`src/fisr_pkg.sv`:
```
// Shared types, constants and single-precision arithmetic helpers for the
// fast inverse square root unit. No dependencies.
`timescale 1ns / 1ps

package fisr_pkg;

    // Operation codes.
    typedef enum logic [1:0] {
        OP_RSQRT_TWO = 2'd0,
        OP_RSQRT_ONE = 2'd1,
        OP_SQRT_TWO  = 2'd2,
        OP_SQRT_ONE  = 2'd3
    } opcode_t;

    localparam logic [31:0] MAGIC_SEED    = 32'h5f3759df;
    localparam logic [31:0] HALF_BITS     = 32'h3f000000;
    localparam logic [31:0] ONE_HALF_BITS = 32'h3fc00000;
    localparam logic [31:0] CANON_NAN     = 32'h7fc00000;

    // Data that travels beside each item through the arithmetic chain.
    typedef struct packed {
        logic [1:0]  op;
        logic [31:0] v;   // operand
        logic [31:0] x;   // operand times one half
        logic [31:0] y;   // current estimate
        logic [31:0] t;   // Newton step temporary
        logic [31:0] y1;  // estimate after the first Newton step
    } side_t;

    // Unrounded result: value = mant * 2^(k - 150), or a special value.
    typedef struct packed {
        logic               special;
        logic [31:0]        sval;
        logic               sign;
        logic signed [10:0] k;
        logic [49:0]        mant;
    } norm_t;

    // Normalized result ahead of rounding.
    typedef struct packed {
        logic               special;
        logic [31:0]        sval;
        logic               sign;
        logic               zero;
        logic signed [11:0] e;
        logic [23:0]        m;
        logic               guard;
        logic               sticky;
    } rnd_t;

    // Front half of a single-precision multiply a * b.
    function automatic norm_t mul_pre(logic [31:0] a, logic [31:0] b);
        norm_t      r;
        logic [7:0] ea;
        logic [7:0] eb;
        logic [23:0] ma;
        logic [23:0] mb;
        logic a_nan, b_nan, a_inf, b_inf, a_zero, b_zero;
        ea     = (a[30:23] == 8'd0) ? 8'd1 : a[30:23];
        eb     = (b[30:23] == 8'd0) ? 8'd1 : b[30:23];
        ma     = {|a[30:23], a[22:0]};
        mb     = {|b[30:23], b[22:0]};
        a_nan  = (&a[30:23]) && (|a[22:0]);
        b_nan  = (&b[30:23]) && (|b[22:0]);
        a_inf  = (&a[30:23]) && !(|a[22:0]);
        b_inf  = (&b[30:23]) && !(|b[22:0]);
        a_zero = !(|a[30:0]);
        b_zero = !(|b[30:0]);
        r.sign = a[31] ^ b[31];
        r.k    = $signed({3'b000, ea}) + $signed({3'b000, eb}) - 11'sd150;
        r.mant = {2'b00, 48'(ma) * 48'(mb)};
        r.special = 1'b0;
        r.sval    = CANON_NAN;
        if (a_nan || b_nan || (a_inf && b_zero) || (b_inf && a_zero)) begin
            r.special = 1'b1;
        end
        else if (a_inf || b_inf) begin
            r.special = 1'b1;
            r.sval    = {r.sign, 8'hff, 23'd0};
        end
        return r;
    endfunction

    // Front half of a single-precision subtract a - b: alignment and add.
    function automatic norm_t sub_pre(logic [31:0] a, logic [31:0] b);
        norm_t       r;
        logic [7:0]  ea;
        logic [7:0]  eb;
        logic [23:0] ma;
        logic [23:0] mb;
        logic        sa;
        logic        sb;
        logic        swap;
        logic [7:0]  ebig;
        logic [7:0]  d;
        logic [4:0]  dsh;
        logic [26:0] mbig;
        logic [26:0] msml;
        logic [58:0] wide;
        logic [26:0] alg;
        logic        sbig;
        logic        ssml;
        logic [27:0] sum;
        logic a_nan, b_nan, a_inf, b_inf;
        ea    = (a[30:23] == 8'd0) ? 8'd1 : a[30:23];
        eb    = (b[30:23] == 8'd0) ? 8'd1 : b[30:23];
        ma    = {|a[30:23], a[22:0]};
        mb    = {|b[30:23], b[22:0]};
        sa    = a[31];
        sb    = ~b[31];
        a_nan = (&a[30:23]) && (|a[22:0]);
        b_nan = (&b[30:23]) && (|b[22:0]);
        a_inf = (&a[30:23]) && !(|a[22:0]);
        b_inf = (&b[30:23]) && !(|b[22:0]);
        // Order the operands by magnitude.
        swap = {eb, mb} > {ea, ma};
        ebig = swap ? eb : ea;
        d    = swap ? (eb - ea) : (ea - eb);
        mbig = swap ? {mb, 3'b000} : {ma, 3'b000};
        msml = swap ? {ma, 3'b000} : {mb, 3'b000};
        sbig = swap ? sb : sa;
        ssml = swap ? sa : sb;
        dsh  = (d > 8'd31) ? 5'd31 : d[4:0];
        // Align the smaller operand, folding lost bits into a sticky bit.
        wide = {msml, 32'd0} >> dsh;
        alg  = {wide[58:33], wide[32] | (|wide[31:0])};
        if (sbig ^ ssml) begin
            sum = {1'b0, mbig} - {1'b0, alg};
        end
        else begin
            sum = {1'b0, mbig} + {1'b0, alg};
        end
        r.sign = (sum == 28'd0) ? (sa & sb) : sbig;
        r.k    = $signed({3'b000, ebig}) - 11'sd3;
        r.mant = {22'd0, sum};
        r.special = 1'b0;
        r.sval    = CANON_NAN;
        if (a_nan || b_nan || (a_inf && b_inf && (sa != sb))) begin
            r.special = 1'b1;
        end
        else if (a_inf) begin
            r.special = 1'b1;
            r.sval    = a;
        end
        else if (b_inf) begin
            r.special = 1'b1;
            r.sval    = {sb, b[30:0]};
        end
        return r;
    endfunction

    // Leading-one search and shift into 24-bit significand position.
    function automatic rnd_t normalize(norm_t n);
        rnd_t               r;
        logic [5:0]         lead;
        logic signed [11:0] d1;
        logic signed [11:0] d2;
        logic signed [11:0] sh;
        logic signed [11:0] nsh;
        logic [5:0]         rsh;
        logic [113:0]       wide;
        lead = 6'd0;
        for (int i = 0; i < 50; i++) begin
            if (n.mant[i]) begin
                lead = 6'(i);
            end
        end
        d1 = $signed({6'd0, lead}) - 12'sd23;
        d2 = 12'sd1 - $signed({n.k[10], n.k});
        sh = (d1 > d2) ? d1 : d2;
        r.special = n.special;
        r.sval    = n.sval;
        r.sign    = n.sign;
        r.zero    = (n.mant == 50'd0);
        r.e       = $signed({n.k[10], n.k}) + sh;
        nsh       = -sh;
        wide      = 114'd0;
        rsh       = 6'd0;
        if (sh < 12'sd0) begin
            r.m      = n.mant[23:0] << nsh[4:0];
            r.guard  = 1'b0;
            r.sticky = 1'b0;
        end
        else begin
            rsh      = (sh > 12'sd63) ? 6'd63 : sh[5:0];
            wide     = {n.mant, 64'd0} >> rsh;
            r.m      = wide[87:64];
            r.guard  = wide[63];
            r.sticky = |wide[62:0];
        end
        return r;
    endfunction

    // Round to nearest even and pack.
    function automatic logic [31:0] round_pack(rnd_t r);
        logic [31:0]        res;
        logic               inc;
        logic [24:0]        m25;
        logic [23:0]        m2;
        logic signed [11:0] e2;
        inc = r.guard & (r.sticky | r.m[0]);
        m25 = {1'b0, r.m} + {24'd0, inc};
        if (m25[24]) begin
            m2 = m25[24:1];
            e2 = r.e + 12'sd1;
        end
        else begin
            m2 = m25[23:0];
            e2 = r.e;
        end
        if (r.special) begin
            res = r.sval;
        end
        else if (r.zero) begin
            res = {r.sign, 31'd0};
        end
        else if (m2[23]) begin
            if (e2 >= 12'sd255) begin
                res = {r.sign, 8'hff, 23'd0};
            end
            else begin
                res = {r.sign, e2[7:0], m2[22:0]};
            end
        end
        else begin
            res = {r.sign, 8'd0, m2[22:0]};
        end
        return res;
    endfunction

endpackage

```
`src/fisr_fp_op.sv`:
```
// One pipelined single-precision multiply or subtract, three stages deep,
// with a side record carried alongside. Depends on fisr_pkg.
`timescale 1ns / 1ps

module fisr_fp_op #(
    parameter bit IS_SUB = 1'b0
) (
    input  logic            clk,
    input  logic            rst_n,
    input  logic            en,
    input  logic            in_valid,
    input  logic [31:0]     a,
    input  logic [31:0]     b,
    input  fisr_pkg::side_t side_in,
    output logic            out_valid,
    output logic [31:0]     res,
    output fisr_pkg::side_t side_out
);
    import fisr_pkg::*;

    norm_t       pre_next;
    norm_t       pre_reg;
    rnd_t        nrm_next;
    rnd_t        nrm_reg;
    logic [31:0] res_next;
    logic [31:0] res_reg;
    side_t       side1_reg;
    side_t       side2_reg;
    side_t       side3_reg;
    logic        v1_reg;
    logic        v2_reg;
    logic        v3_reg;

    // First stage: product or aligned sum.
    generate
        if (IS_SUB) begin : g_sub
            assign pre_next = sub_pre(a, b);
        end
        else begin : g_mul
            assign pre_next = mul_pre(a, b);
        end
    endgenerate

    // Second stage: normalize. Third stage: round and pack.
    assign nrm_next = normalize(pre_reg);
    assign res_next = round_pack(nrm_reg);

    // Valid bits advance with the pipeline.
    always_ff @(posedge clk or negedge rst_n)
    begin
        if (!rst_n)
        begin
            v1_reg <= 1'b0;
            v2_reg <= 1'b0;
            v3_reg <= 1'b0;
        end
        else if (en)
        begin
            v1_reg <= in_valid;
            v2_reg <= v1_reg;
            v3_reg <= v2_reg;
        end
    end

    // Payload registers.
    always_ff @(posedge clk)
    begin
        if (en)
        begin
            pre_reg   <= pre_next;
            nrm_reg   <= nrm_next;
            res_reg   <= res_next;
            side1_reg <= side_in;
            side2_reg <= side1_reg;
            side3_reg <= side2_reg;
        end
    end

    assign out_valid = v3_reg;
    assign res       = res_reg;
    assign side_out  = side3_reg;

endmodule

```
`config.mk`:
```
export PLATFORM = sky130hd
export DESIGN_NAME = fisr_fp_op
export DESIGN_NICKNAME = d
export VERILOG_FILES = /design/src/fisr_pkg.sv /design/src/fisr_fp_op.sv
export SDC_FILE = /design/constraint.sdc
export NUM_CORES = 2
export LEC_CHECK = 0
export ABC_CLOCK_PERIOD_IN_PS = 23100
export BUFFER_PORTS_ARGS = -buffer_cell sky130_fd_sc_hd__buf_2
export CAP_MARGIN = 20
export CORE_MARGIN = 3
export CORE_UTILIZATION = 56
export DETAILED_ROUTE_END_ITERATION = 12
export PLACE_DENSITY = 0.79
export RECOVER_POWER = 25
export SETUP_SLACK_MARGIN = 0.05
export SYNTH_ARGS = -nofsm -noshare
export SYNTH_HDL_FRONTEND = slang
export SYNTH_SLANG_ARGS = --single-unit
```
`constraint.sdc`:
```
create_clock -name clk -period 23.1 [get_ports clk]
set_clock_uncertainty 0.2 [all_clocks]
set_input_delay 4.62 -clock clk [delete_from_list [all_inputs] [get_ports clk]]
set_output_delay 4.62 -clock clk [all_outputs]
set_load 0.02 [all_outputs]
```
==> impl_metrics.tcl <==
set metrics [dict create \
    status "finished, final reports clean" \
    hold_buffers 0 \
    fin_crit_sh_pct 54.3 \
    cpPeakStageDelay_ns 0.58 \
    hold_path_class "reg -> reg" \
    die-area_um2 83100 \
    multi_input_area_um2 23100 \
    numCtsBuffers 57 \
    worst_slack_ns 10.56 \
    synthArstFlopShare_pct 0.479 \
    layoutNonFillerInstCount 5269 \
    tns_ns 0 \
    dr.pass1.iters 8 \
    post-place-ws_ns 9.98 \
    antenna_found_initial 18 \
    worstPathMaxFanout 25 \
    avgViaCountPerCell 5.73 \
    drt_iter0_drc 2716 \
    rsz0062_at_grt "false" \
    layout_commonest_cell "edfxtp_1" \
    crit_path_frequent_cell "fa_1" \
    fp.coreArea_um2 78200 \
    utilization_pct 63.4 \
    num_rows 102 \
    cts.clk_slew.worst_paths_ns 0.07 \
    ctsResizeCount 0 \
    cts_setup_buffers 0 \
    ant_nets 0 \
    required_ns 23.27 \
    hold_violations 0 \
    synthCells 3832 \
    cp.arrival_ns 12.71 \
    drive_above_1_share_pct 14.2 \
    start_kind "input pin" \
    overflow 0 \
    vias 30193 \
    synthesis.area_um2 44600 \
    area_delta_synth_final_pct 11.2 \
    wl_um 115000 \
    synth_edf_count 623 \
    layout_common_cells "623 x edfxtp_1, 545 x inv_1, 488 x nand2_1, 485 x fa_1, 422 x buf_2" \
    synth-main-ff-cell "edfxtp_1" \
    final-seq-area_um2 18800 \
    ys_seq_area_share_pct 42.1 \
    fillers 5973 \
    grt_max_degree 205 \
    fin_crit_ns 12.54 \
    ys_types 96 \
    drc 0 \
    wl_per_cell_um 21.8 \
    cp_slowest_cell "fa_1" \
    grt_pass1_wl_um 175000 \
    die_w_um 288 \
    dp_cells 5139 \
    synth_fp_nets 4763 \
    cts_tree "done" \
    fmax_mhz 79.7 \
    drv_slew 0 \
    floorplan.initialDensity_pct 57.0 \
    htreeDepth 2 \
    ios 425 \
    hpwl_um 83500 \
    first_global_vias 30625 \
    clockBufferDepth 3 \
    synth-seq-cells 626 \
    cap_violations 0 \
    syn_area_per_cell_um2 11.6 \
    clock_sinks 626 \
    max_slew.worst_pin.slew_ns 1.03 \
    track_usage_pct 27.3 \
    end_kind "flip-flop" \
    gp_congestion 0.929 \
    portBuffers 424 \
    yosysWarningCount 0 \
    relSlewSlack_pct 31.1 \
    worstSetupPathType "in -> reg" \
    final-setup-viol-count 0 \
    die_h_um 288 \
    fin_nets 5090 \
    worstSkewPairLatency_ns 0.62 \
    root_buffer "clkbuf_16" \
]
[metal layers]
metal | GRT usage, % | vias to the layer above | routed length (um)
met2 | 45.7 | 1494 | 56700
met5 | 0 | - | 23
met1 | 35.7 | 14894 | 43600
li1 | - | 13530 | -
met4 | 10.0 | 4 | 4260
met3 | 5.04 | 271 | 10300
[cells in the mapped netlist, types with 33 or more instances]
library cell  instances  share of area [%]
nor4_1               39               0.55
nand2_1             488                4.1
edfxtp_1            623                 42
fa_1                485                 22
inv_1               545                4.6
xnor2_1              65                1.3
clkbuf_1            147                1.2
mux2i_1             113                2.5
a21o_1               33               0.56
ha_1                216                6.1
and2_1              225                3.2
nor2_1              153                1.3
nor3_1               48               0.54
a21oi_1             118                1.3
nand3_1              40               0.45
o21ai_0              50               0.56
[kinds of logic after synthesis]
group / after synthesis / share of synthesized area (%)
AO/OA/AOI/OAI: 442 / 6.83
XOR/XNOR: 97 / 1.90
adder cells (fa/ha/maj): 701 / 27.8
buffers and inverters: 724 / 6.26
flip-flops: 626 / 42.1
multiplexers: 143 / 3.31
AND/OR/NAND/NOR: 1099 / 11.8
[critical path: cells and delay by family]
kind            cells  cell delay (ns)
fa+ha+maj           8             3.83
compound gates     11             2.69
simple gates        3             0.87
buf+inv             3             0.59
xor+xnor            1             0.08
[path summary, 6_finish.rpt]
| kind | from | slack [ns] | depth (start not counted) | to |
|---|---|---|---|---|
| worst max-delay path | a[16] | 10.56 | 26 | pre_reg[47]$_DFFE_PP_ |
| max in group asynchronous | rst_n | 18.86 | 1 | out_valid$_DFFE_PN0P_ |
| min in group asynchronous | rst_n | 3.64 | 1 | v2_reg$_DFFE_PN0P_ |
| worst min register to register | side1_reg[5]$_DFFE_PP_ | 0.21 | 0 | side2_reg[5]$_DFFE_PP_ |
| worst max register to register | pre_reg[31]$_DFFE_PP_ | 13.85 | 24 | nrm_reg[0]$_SDFFCE_PN0P_ |
| worst min-delay path | side1_reg[5]$_DFFE_PP_ | 0.21 | 0 | side2_reg[5]$_DFFE_PP_ |
[through the flow]
stage	area, um2	hold WS [ns]
3_5_place_dp	47500	0.205
5_1_grt	49600	0.209
2_1_floorplan	44600	0.200
4_1_cts	49500	0.214
6_report	49600	0.210
3_3_place_gp	47500	0.200
[area by class of cell]
cell class | count | area share (%)
Antenna cell | 22 | 0.111
Clock buffer | 63 | 2.92
Clock inverter | 44 | 1.16
Inverter | 546 | 4.13
Multi-Input combinational cell | 2482 | 46.5
Sequential cell | 626 | 37.9
Tap cell | 1040 | 2.62
Timing Repair Buffer | 446 | 4.69
Power is left out: the tool's default activity adds up to more than one toggle a clock period on the data nets, which glitch-free logic cannot reach.
